==> src/hdl/olad_pkg.sv <==
// Shared constants and codes for the ordered list append/delete unit.
package olad_pkg;

    localparam int DEPTH      = 32;
    localparam int VALUE_BITS = 32;
    localparam int IDX_BITS   = (DEPTH > 1) ? $clog2(DEPTH) : 1;
    localparam int CNT_BITS   = $clog2(DEPTH + 1);

    localparam int FUNC_W    = 2;
    localparam int INVAL_W   = 32;
    localparam int STATUS_W  = 3;
    localparam int ELEM_W    = 32;
    localparam int REMOVED_W = 6;

    typedef logic [FUNC_W-1:0]     t_func;
    typedef logic [STATUS_W-1:0]   t_status;
    typedef logic [VALUE_BITS-1:0] t_value;
    typedef logic [CNT_BITS-1:0]   t_cnt;

    localparam t_func FUNC_APPEND   = 2'd0;
    localparam t_func FUNC_DELETE   = 2'd1;
    localparam t_func FUNC_TRAVERSE = 2'd2;

    localparam t_status ST_APPENDED  = 3'd0;
    localparam t_status ST_DROPPED   = 3'd1;
    localparam t_status ST_DELETED   = 3'd2;
    localparam t_status ST_NOT_FOUND = 3'd3;
    localparam t_status ST_ELEMENT   = 3'd4;
    localparam t_status ST_EMPTY     = 3'd5;

endpackage

==> src/hdl/olad_if.sv <==
// Handshake interfaces for the command words and the result words.
interface olad_cmd_if;
    logic                                valid;
    logic                                ready;
    olad_pkg::t_func                     func;
    logic signed [olad_pkg::INVAL_W-1:0] value;

    modport source (output valid, func, value, input ready);
    modport sink   (input valid, func, value, output ready);
endinterface

interface olad_res_if;
    logic                                  valid;
    logic                                  ready;
    olad_pkg::t_status                     status;
    logic signed [olad_pkg::ELEM_W-1:0]    element;
    logic        [olad_pkg::REMOVED_W-1:0] removed;
    logic                                  last;

    modport source (output valid, status, element, removed, last, input ready);
    modport sink   (input valid, status, element, removed, last, output ready);
endinterface

==> src/hdl/ordered_list_append_delete_unit.sv <==
// Ordered list with append at the tail, delete of all equal entries and traversal.
// Append, and traversal of an empty list: result word valid the cycle after the command.
// Delete: walk at one entry per cycle, then the result word when the output is free.
// Traverse: per entry a memory read, then the result register, which waits on a stall.
// A reserved code is dropped without a result; a new command word is taken only when idle
// with the result register free. Reset empties the list; the storage is not cleared.
module ordered_list_append_delete_unit (
    input  logic      i_clk,
    input  logic      i_rst_n,
    olad_cmd_if.sink  i_cmd,
    olad_res_if.source o_res
);
    import olad_pkg::*;

    typedef enum logic [2:0] {
        S_IDLE,
        S_DEL_WALK,
        S_DEL_DONE,
        S_TR_RD,
        S_TR_EMIT
    } t_state;

    t_state  r_state, n_state;
    t_cnt    r_count, n_count;
    t_cnt    r_rd_idx, n_rd_idx;
    t_cnt    r_wr_idx, n_wr_idx;
    logic    r_rd_vld, n_rd_vld;
    t_value  r_value, n_value;

    logic                  r_out_vld, n_out_vld;
    t_status               r_status, n_status;
    logic [ELEM_W-1:0]     r_element, n_element;
    logic [REMOVED_W-1:0]  r_removed, n_removed;
    logic                  r_last, n_last;

    // List storage, one write and one registered read port.
    t_value                mem [DEPTH];
    t_value                r_rd_data;
    logic                  mem_we, mem_re;
    logic [IDX_BITS-1:0]   mem_waddr, mem_raddr;
    t_value                mem_wdata;

    logic out_free, cmd_take, issue, tr_final;

    assign out_free = !r_out_vld || o_res.ready;
    assign cmd_take = i_cmd.valid && i_cmd.ready;
    assign issue    = (r_rd_idx < r_count);
    assign tr_final = (CNT_BITS'(r_rd_idx + 1'b1) == r_count);

    assign i_cmd.ready    = (r_state == S_IDLE) && out_free;
    assign o_res.valid    = r_out_vld;
    assign o_res.status   = r_status;
    assign o_res.element  = r_element;
    assign o_res.removed  = r_removed;
    assign o_res.last     = r_last;

    always_comb begin
        n_state   = r_state;
        n_count   = r_count;
        n_rd_idx  = r_rd_idx;
        n_wr_idx  = r_wr_idx;
        n_rd_vld  = r_rd_vld;
        n_value   = r_value;
        n_out_vld = r_out_vld && !o_res.ready;
        n_status  = r_status;
        n_element = r_element;
        n_removed = r_removed;
        n_last    = r_last;
        mem_we    = 1'b0;
        mem_waddr = r_wr_idx[IDX_BITS-1:0];
        mem_wdata = r_rd_data;
        mem_re    = 1'b0;
        mem_raddr = r_rd_idx[IDX_BITS-1:0];

        unique case (r_state)
            S_IDLE: begin
                if (cmd_take) begin
                    case (i_cmd.func)
                        FUNC_APPEND: begin
                            n_out_vld = 1'b1;
                            n_element = '0;
                            n_removed = '0;
                            n_last    = 1'b1;
                            if (r_count >= CNT_BITS'(DEPTH)) begin
                                n_status = ST_DROPPED;
                            end else begin
                                n_status  = ST_APPENDED;
                                mem_we    = 1'b1;
                                mem_waddr = r_count[IDX_BITS-1:0];
                                mem_wdata = i_cmd.value[VALUE_BITS-1:0];
                                n_count   = CNT_BITS'(r_count + 1'b1);
                            end
                        end
                        FUNC_DELETE: begin
                            n_value  = i_cmd.value[VALUE_BITS-1:0];
                            n_rd_idx = '0;
                            n_wr_idx = '0;
                            n_rd_vld = 1'b0;
                            n_state  = S_DEL_WALK;
                        end
                        FUNC_TRAVERSE: begin
                            if (r_count == '0) begin
                                n_out_vld = 1'b1;
                                n_status  = ST_EMPTY;
                                n_element = '0;
                                n_removed = '0;
                                n_last    = 1'b1;
                            end else begin
                                n_rd_idx = '0;
                                n_state  = S_TR_RD;
                            end
                        end
                        default: ;  // reserved code: word is dropped without a result
                    endcase
                end
            end
            S_DEL_WALK: begin
                // Reads run one entry ahead of the compare; survivors are packed down
                // to the write index, which never overtakes the read index.
                mem_re   = issue;
                n_rd_vld = issue;
                if (issue) begin
                    n_rd_idx = CNT_BITS'(r_rd_idx + 1'b1);
                end
                if (r_rd_vld && (r_rd_data != r_value)) begin
                    mem_we   = 1'b1;
                    n_wr_idx = CNT_BITS'(r_wr_idx + 1'b1);
                end
                if (!issue && !r_rd_vld) begin
                    n_state = S_DEL_DONE;
                end
            end
            S_DEL_DONE: begin
                if (out_free) begin
                    n_out_vld = 1'b1;
                    n_status  = (r_wr_idx == r_count) ? ST_NOT_FOUND : ST_DELETED;
                    n_element = '0;
                    n_removed = REMOVED_W'(r_count - r_wr_idx);
                    n_last    = 1'b1;
                    n_count   = r_wr_idx;
                    n_state   = S_IDLE;
                end
            end
            S_TR_RD: begin
                mem_re  = 1'b1;
                n_state = S_TR_EMIT;
            end
            S_TR_EMIT: begin
                if (out_free) begin
                    n_out_vld = 1'b1;
                    n_status  = ST_ELEMENT;
                    n_element = ELEM_W'($signed(r_rd_data));
                    n_removed = '0;
                    n_last    = tr_final;
                    n_rd_idx  = CNT_BITS'(r_rd_idx + 1'b1);
                    n_state   = tr_final ? S_IDLE : S_TR_RD;
                end
            end
            default: n_state = S_IDLE;
        endcase
    end

    always_ff @(posedge i_clk) begin
        if (!i_rst_n) begin
            r_state   <= S_IDLE;
            r_count   <= '0;
            r_rd_idx  <= '0;
            r_wr_idx  <= '0;
            r_rd_vld  <= 1'b0;
            r_out_vld <= 1'b0;
        end else begin
            r_state   <= n_state;
            r_count   <= n_count;
            r_rd_idx  <= n_rd_idx;
            r_wr_idx  <= n_wr_idx;
            r_rd_vld  <= n_rd_vld;
            r_out_vld <= n_out_vld;
        end
        r_value   <= n_value;
        r_status  <= n_status;
        r_element <= n_element;
        r_removed <= n_removed;
        r_last    <= n_last;
    end

    always_ff @(posedge i_clk) begin
        if (mem_we) begin
            mem[mem_waddr] <= mem_wdata;
        end
        if (mem_re) begin
            r_rd_data <= mem[mem_raddr];
        end
    end

    a_count_bound : assert property (@(posedge i_clk) disable iff (!i_rst_n)
        r_count <= CNT_BITS'(DEPTH))
        else $error("list count exceeds depth");

    a_pack_order : assert property (@(posedge i_clk) disable iff (!i_rst_n)
        (r_state == S_DEL_WALK) |-> (r_wr_idx <= r_rd_idx))
        else $error("delete write index overtook read index");

    a_append_grows : assert property (@(posedge i_clk) disable iff (!i_rst_n)
        (cmd_take && (i_cmd.func == FUNC_APPEND) && (r_count < CNT_BITS'(DEPTH)))
        |=> (r_count == CNT_BITS'($past(r_count) + 1'b1)))
        else $error("append did not grow the list");

    a_busy_mid_walk : assert property (@(posedge i_clk) disable iff (!i_rst_n)
        (r_out_vld && (r_status == ST_ELEMENT) && !r_last) |-> (r_state != S_IDLE))
        else $error("sequencer idle while traversal unfinished");

endmodule
==> src/flat_wrapper.sv <==
// flat-port wrapper written by rule: the top's interface ports become plain ports
module ordered_list_append_delete_unit_flat import olad_pkg::*;
  (i_clk, i_rst_n, i_cmd_valid, i_cmd_func, i_cmd_value, i_cmd_ready, o_res_valid, o_res_status, o_res_element, o_res_removed, o_res_last, o_res_ready);
  olad_cmd_if i_cmd_i ();
  olad_res_if o_res_i ();
  input  logic i_clk;
  input  logic i_rst_n;
  input wire logic [$bits(i_cmd_i.valid)-1:0] i_cmd_valid;
  input wire logic [$bits(i_cmd_i.func)-1:0] i_cmd_func;
  input wire logic [$bits(i_cmd_i.value)-1:0] i_cmd_value;
  output wire logic [$bits(i_cmd_i.ready)-1:0] i_cmd_ready;
  output wire logic [$bits(o_res_i.valid)-1:0] o_res_valid;
  output wire logic [$bits(o_res_i.status)-1:0] o_res_status;
  output wire logic [$bits(o_res_i.element)-1:0] o_res_element;
  output wire logic [$bits(o_res_i.removed)-1:0] o_res_removed;
  output wire logic [$bits(o_res_i.last)-1:0] o_res_last;
  input wire logic [$bits(o_res_i.ready)-1:0] o_res_ready;
  assign i_cmd_i.valid = i_cmd_valid;
  assign i_cmd_i.func = i_cmd_func;
  assign i_cmd_i.value = i_cmd_value;
  assign i_cmd_ready = i_cmd_i.ready;
  assign o_res_valid = o_res_i.valid;
  assign o_res_status = o_res_i.status;
  assign o_res_element = o_res_i.element;
  assign o_res_removed = o_res_i.removed;
  assign o_res_last = o_res_i.last;
  assign o_res_i.ready = o_res_ready;
  ordered_list_append_delete_unit u_core (.i_clk(i_clk), .i_rst_n(i_rst_n), .i_cmd(i_cmd_i), .o_res(o_res_i));
endmodule
==> config.mk <==
export PLATFORM = sky130hd
export DESIGN_NAME = ordered_list_append_delete_unit_flat
export DESIGN_NICKNAME = d
export VERILOG_FILES = /design/src/hdl/olad_pkg.sv /design/src/hdl/olad_if.sv /design/src/hdl/ordered_list_append_delete_unit.sv /design/src/flat_wrapper.sv
export SDC_FILE = /design/constraint.sdc
export NUM_CORES = 1
export LEC_CHECK = 0
export BUFFER_PORTS_ARGS = -buffer_cell sky130_fd_sc_hd__buf_2
export CORE_ASPECT_RATIO = 0.7
export CORE_MARGIN = 8
export CORE_UTILIZATION = 30
export DETAILED_ROUTE_END_ITERATION = 7
export GPL_TIMING_DRIVEN = 1
export PLACE_DENSITY = 0.46
export REMOVE_ABC_BUFFERS = 1
export SYNTH_ARGS = -nofsm -noshare
export SYNTH_HDL_FRONTEND = slang
export SYNTH_SLANG_ARGS = --single-unit
==> constraint.sdc <==
create_clock -name i_clk -period 8.4 [get_ports i_clk]
set_input_delay 0.42 -clock i_clk [delete_from_list [all_inputs] [get_ports i_clk]]
set_output_delay 0.42 -clock i_clk [all_outputs]
set_load 0.05 [all_outputs]
==> run_results.csv, run 1 <==
group,metric,value,unit
synth,synth_cells,1992,
worst_setup_path,start_kind,"register",
drt,first_pass_iters,7,
sta,finalCritPeriodShare,54.03,%
synth,synth-seq-cells,1153,
clock_network,cts.sinks,1153,
cells_and_area,drive_above_1_share,31.11,%
run_status,status,"finished, final reports clean",
synth,synth_edf_count,1130,
synth,postSynth.asyncResetShare,0,%
placement,pre_cts_ws,4078,ps
sta,period_needed,4538,ps
drt,via_per_inst,5.074,
sta,slew_headroom,10.17,%
global_route,grt_pass1_vias,21415,
min_path,hold_depth,1,
synth,syn_area,45000,sq um
cells_and_area,area_growth,15.27,%
global_route,grtUsageMet3,3.258,%
cells_and_area,utilization,34.66,%
floorplanning,ios,82,
floorplanning,initial_core_util,30.07,%
drt,drt-initial-drc-count,2530,
placement,place_area,48020,sq um
floorplanning,die_x,478.9,um
synth,post-synth-top-count-cell,"edfxtp_1",
clock_network,post_cts_buffers,0,
placement,dpl.hpwl,80200,um
sta,rsz0062_at_grt,"no",
placement,gp_congestion,0.7840,
synth,synth_area_leaders,"edfxtp_1 75%, mux4_2 16%, mux2_2 1.6%",
clock_network,cts_tree,"done",
job,cap_viol_max_count,0,
floorplanning,die_y,340.0,um
cells_and_area,stdcell_count,4237,
cells_and_area,n_fill_cell,13738,
min_path,min_path_type,"input pin to register",
clock_network,clockBufferDepth,3,
synth,yosysWarnings,0,
worst_setup_path,cp.arrival,4820,ps
sta,hold_viol,0,
power,power.total,11.96,mW
worst_setup_path,cp-end-kind,"register",
global_route,top_usage_layer,"met1",
drt,via_count,21500,
synth,synth_cell_types,57,
global_route,antenna_found_initial,14,
synth,yosysTopAreaCellShare,75.41,%
sta,finalSetupTns,0,ps
clock_network,clockRootBuffer,"clkbuf_16",
worst_setup_path,reg2reg_to,"u_core.mem[20][29]",
power,power.density,230.6,nW/um^2
drt,routed_wirelength,125400,um
clock_network,cts_buffers,111,
power,power_leakage,15.43,nW
floorplanning,rows,119,
clock_network,clkTransAtPathRegs,60,ps
drt,drc,0,
worst_setup_path,r2r-start,"u_core.r_rd_data[19]",
cells_and_area,nets,2209,
floorplanning,core_area,149600,sq um
placement,port_buffers,81,
global_route,use_met1,25.41,%
synth,synthFlopType,"edfxtp_1",
global_route,gr-usage-all-layers,15.13,%
floorplanning,dieArea,162800,sq um
global_route,grt_pass1_wl,175800,um
clock_network,clk_latency,720,ps
clock_network,htreeDepth,3,
sta,drv_slew,0,
drt,wl_per_cell,29.61,um
cells_and_area,final-seq-area,34410,sq um
worst_setup_path,criticalPathCategory,"register to register",
cells_and_area,fin_area,51870,sq um
sta,worst_pin_slew,1344,ps
min_path,hp-start,"i_cmd_value[12]",
global_route,use_met2,19.90,%
drt,postRouteAntennaNets,0,
synth,yosys.area.top_type,"edfxtp_1",
sta,finClkSkew,25.06,ps
sta,setup_viol,0,
worst_setup_path,reg2reg_slack,3860,ps
min_path,min_delay_worst_endpoint,"u_core.r_value[12]",
placement,dp_cells,4006,
worst_setup_path,crit_required,8680,ps
synth,ys_seq_area_share,76.44,%
power,irDropWorstVdd,0.1678,mV
sta,worst_hold_slack,73.31,ps
worst_setup_path,reg2regPathDepth,7,
synth,synth_area_per_cell,22.59,sq um
cells_and_area,multiInputGateArea,10330,sq um
sta,finalWorstSetupSlack,3862,ps
worst_setup_path,crit_fanout,32,
global_route,grt_max_degree,129,
synth,synth_common_cells,"1130 x edfxtp_1, 320 x mux4_2, 65 x nor2_1",
sta,timing.fmax,220.4,MHz
global_route,overflow,0,
[how the worst max path moves through the flow]
stage,startpoint,to,slack (ps),cells after the start
global route,u_core.r_rd_data[5],u_core.mem[24][6],3840,8
finish,u_core.r_rd_data[19],u_core.mem[20][29],3860,7
detailed placement,u_core.r_rd_data[19],u_core.mem[24][10],4080,8
floorplan,u_core.r_rd_idx[0],u_core.r_state[1],-4280,6
global placement,u_core.r_rd_data[5],u_core.mem[24][10],4120,8
CTS,u_core.r_rd_data[5],u_core.mem[24][11],4070,8
[cell type report]
| cell class | instances | area share [%] |
|---|---|---|
| flip-flops and latches | 1153 | 66.34 |
| inverters | 21 | 0.1520 |
| repair buffers | 143 | 1.915 |
| multi-input cells | 722 | 19.91 |
| well taps | 1996 | 4.815 |
| clock inverters | 64 | 1.184 |
| diodes | 4 | 0.01930 |
| clock buffers | 134 | 5.659 |
[worst max-delay path: stages, from the launching register on]
cell	delay, ps
edfxtp_1	480
xor2_1	200
nor4_1	810
buf_4	260
nand4_1	200
o21bai_1	560
o32a_1	1040
nor2_4	480
[layout by cell type (no fill, tap or decap), types with 5 or more instances in the layout]
| master | synthesis | layout |
|---|---|---|
| inv_1 | 17 | 17 |
| nand2_1 | 27 | 27 |
| clkbuf_8 | 0 | 5 |
| dfxtp_1 | 23 | 18 |
| a21oi_1 | 19 | 18 |
| nand3_1 | 13 | 13 |
| nor4_1 | 9 | 9 |
| nor2_1 | 65 | 32 |
| o21ai_0 | 7 | 7 |
| nor2_4 | 0 | 33 |
| mux2_2 | 62 | 62 |
| xor2_1 | 37 | 37 |
| clkbuf_1 | 61 | 17 |
| xnor2_1 | 7 | 7 |
| bufinv_16 | 0 | 11 |
| o21a_1 | 5 | 5 |
| buf_2 | 10 | 81 |
| and2_1 | 37 | 36 |
| clkinv_1 | 1 | 28 |
| nand2b_1 | 7 | 7 |
| dlygate4sd3_1 | 0 | 29 |
| nor3_1 | 11 | 11 |
| and3_1 | 5 | 5 |
| clkbuf_16 | 0 | 112 |
| buf_4 | 20 | 29 |
| mux4_2 | 320 | 320 |
| edfxtp_1 | 1130 | 1130 |
| o21ai_1 | 11 | 11 |
| ha_1 | 18 | 18 |
| o211ai_1 | 5 | 5 |
| nand4_1 | 9 | 9 |
| clkinv_2 | 0 | 17 |
[timing repair]
item                                    in CTS  in global routing
endpoints found under the hold margin       29                  0
endpoints found under the setup margin       0                  0
hold buffers                                29                  0
gates resized for setup                      0                  0
[sequential cells by signal (all words and copies together) (netlist names)]
signal / cells
u_core.mem: 1024
u_core.o_res.element: 32
u_core.r_rd_idx: 6
u_core.r_rd_data: 32
u_core.r_rd_vld: 1
u_core.o_res.status: 3
u_core.o_res.valid: 1
u_core.o_res.removed: 6
u_core.r_count: 6
u_core.r_state: 3
u_core.r_wr_idx: 6
u_core.r_value: 32
u_core.o_res.last: 1
[power by group]
group          leakage, nW  switching, mW  total [mW]  internal, mW
registers             10.4         0.0279        6.44          6.41
clock network         1.73           2.16        4.96          2.81
logic                 3.31          0.422       0.562         0.140
total                 15.4           2.61        12.0          9.36
[kinds of logic (layout without fill, tap and decap cells)]
group	count (synthesis)	in the layout	synth area share, %
DFF	1153	1153	76.44
muxes	385	385	17.64
and+or+nand+nor	193	193	2.116
buffers and inverters	117	362	1.204
AOI/OAI and AO/OA	81	81	1.201
xor gates and xnor gates	44	44	0.8565
adders and majority gates	19	19	0.5450
other	0	4	0
[metal layers]
layer	vias to the layer above	wire length [um]
met4	0	1666
met1	11886	65060
li1	8732	-
met2	745	49860
met5	-	0
met3	137	8859
No activity file was read; power rests on OpenSTA's default activity.
==> run 2, diff against run 1 <==
Clock period 8.4 ns to 3.8 ns, I/O delays scaled along.
==> run 2 against run 1 <==
Compared with the run above: core utilization rose by 0.95 points; critical endpoint is now u_core.mem[31][16]; combinational power rose by 120%; sequential share of layout area fell by 1.8 points; clock skew rose by 21 ps; wire length rose by 2.2%; total power rose by 120%; final cell count rose by 2.5%; design area rose by 2.8%; critical path type unchanged; sequential power rose by 120%.
==> run_results.csv, run 2 (synthesis results as in run 1) <==
group,metric,value,unit
placement,pre_cts_ws,214.8,ps
cells_and_area,regMostFlops,"u_core.mem",
global_route,grt_pass1_vias,22293,
min_path,min_path_type,"input pin to register",
worst_setup_path,reg2reg_slack,160,ps
worst_setup_path,cp-end-kind,"register",
worst_setup_path,start_kind,"register",
clock_network,clockRootBuffer,"clkbuf_16",
worst_setup_path,path_cells,"xor2_1, nor4_1, nand4_1, o21ai_1, o21a_1, nor2_4, buf_12",
worst_setup_path,slowest_stage,"o21a_1",
clock_network,clkTransAtPathRegs,60,ps
floorplanning,die_y,340.0,um
global_route,grt_max_degree,82,
clock_network,cts.sinks,1153,
sta,rsz0062_at_grt,"no",
drt,drt-initial-drc-count,2343,
floorplanning,core_area,149600,sq um
floorplanning,ios,82,
global_route,overflow,0,
floorplanning,dieArea,162800,sq um
placement,port_buffers,81,
clock_network,clk_latency,730,ps
sta,drv_slew,0,
worst_setup_path,crit_fanout,20,
power,power.density,502.0,nW/um^2
sta,period_needed,3637,ps
worst_setup_path,reg2reg_to,"u_core.mem[31][16]",
floorplanning,rows,119,
worst_setup_path,criticalPathCategory,"register to register",
job,cap_viol_max_count,0,
floorplanning,die_x,478.9,um
min_path,hold_depth,3,
drt,via_count,21596,
worst_setup_path,crit_buf_inv,1,
worst_setup_path,reg2regPathDepth,7,
sta,finalSetupTns,0,ps
drt,drc,0,
sta,finalWorstSetupSlack,162.8,ps
cells_and_area,drive_above_1_share,33.89,%
power,irDropWorstVdd,0.3161,mV
global_route,grt_pass1_wl,179600,um
drt,via_per_inst,4.974,
placement,place_area,49210,sq um
sta,timing.fmax,274.9,MHz
clock_network,cts_buffers,111,
global_route,gr-usage-all-layers,15.52,%
global_route,antenna_found_initial,15,
run_status,status,"finished, final reports clean",
sta,hold_viol,0,
sta,slew_headroom,39.06,%
cells_and_area,mostFrequentLayoutCell,"edfxtp_1",
cells_and_area,area_growth,18.44,%
drt,first_pass_iters,5,
cells_and_area,final_cell_mix,"1130 x edfxtp_1, 320 x mux4_2, 114 x clkbuf_16",
worst_setup_path,critical_path.max_stage_delay,770,ps
sta,finClkSkew,46.15,ps
clock_network,cts_tree,"done",
cells_and_area,utilization,35.62,%
worst_setup_path,crit_required,4250,ps
sta,worst_pin_slew,914.1,ps
clock_network,htreeDepth,3,
worst_setup_path,cp.arrival,4080,ps
sta,finalCritPeriodShare,95.71,%
cells_and_area,largest_register_ffs,1024,
power,power_leakage,16.10,nW
floorplanning,initial_core_util,30.07,%
worst_setup_path,r2r-start,"u_core.r_rd_data[11]",
sta,worst_hold_slack,61.08,ps
cells_and_area,fin_area,53290,sq um
min_path,min_delay_worst_endpoint,"u_core.o_res.status[2]",
worst_setup_path,cp_top_family,"simple AND/OR/NAND/NOR gates",
drt,postRouteAntennaNets,0,
placement,gp_congestion,0.7551,
placement,dpl.hpwl,80910,um
cells_and_area,nets,2300,
clock_network,cts_resized,0,
drt,wl_per_cell,29.54,um
drt,routed_wirelength,128300,um
sta,setup_viol,0,
min_path,hp-start,"i_cmd_func[1]",
clock_network,clockBufferDepth,3,
## run 2: changes by cell type in the layout (fill, tap and decap cells not counted), moves of 3 or more
| cell | delta |
|---|---|
| buf_4 | +41 |
| bufinv_16 | +3 |
| clkinv_2 | +6 |
| dlygate4sd3_1 | +6 |
| buf_12 | +44 |
| clkbuf_8 | -5 |
| inv_6 | +5 |
| clkinv_8 | -3 |
## run 2: repair_timing
| item | 4_1_cts | 5_1_grt |
|---|---|---|
| hold buffers | 35 | 0 |
| buffers inserted | 0 | 0 |
| hold endpoints to repair | 51 | 0 |
## run 2: cell type report
type | count | area [sq um]
Fill cell | 13717 | 96340
Sequential cell | 1153 | 34410
Multi-Input combinational cell | 722 | 10330
Clock buffer | 131 | 2917
Tap cell | 1996 | 2497
Timing Repair Buffer | 234 | 2242
Clock inverter | 79 | 802.0
Inverter | 21 | 78.83
Antenna cell | 6 | 15.01
## run 2: layer usage
metal	global-route usage (%)	routed length [um]
met5	0	0
met4	3.206	2334
met3	3.884	9535
met2	22.54	55530
met1	23.54	60860
## run 2: how the worst max path moves through the flow
| stage | slack (ps) | end | depth (start not counted) | startpoint |
|---|---|---|---|---|
| 2_1_floorplan | -8880 | u_core.r_state[1] | 6 | u_core.r_rd_idx[0] |
| 3_3_place_gp | 200 | u_core.mem[31][6] | 7 | u_core.r_rd_data[24] |
| 3_5_place_dp | 210 | u_core.mem[31][6] | 7 | u_core.r_rd_data[11] |
| 4_1_cts | 190 | u_core.mem[31][5] | 7 | u_core.r_rd_data[1] |
| 5_1_grt | 140 | u_core.mem[31][16] | 7 | u_core.r_rd_data[1] |
| 6_report | 160 | u_core.mem[31][16] | 7 | u_core.r_rd_data[11] |
## run 2: stage by stage
step | cells | power (mW)
after floorplan | 1896 | 15.19
after global placement | 4091 | 15.68
after detailed placement | 4091 | 15.70
after CTS | 4336 | 27.10
after global routing | 4337 | 27.60
final | 4342 | 26.75
## run 2: report_power, final
group | total, mW | switching (mW) | internal, mW
Combinational | 1.21 | 0.866 | 0.345
Clock | 11.3 | 4.87 | 6.45
Sequential | 14.2 | 0.0572 | 14.2
Total | 26.8 | 5.80 | 21.0
## run 2: worst reg2reg max path: stages (launching register included)
cell	delay, ps
edfxtp_1	420
xor2_1	190
nor4_1	670
nand4_1	470
o21ai_1	350
o21a_1	770
nor2_4	230
buf_12	240
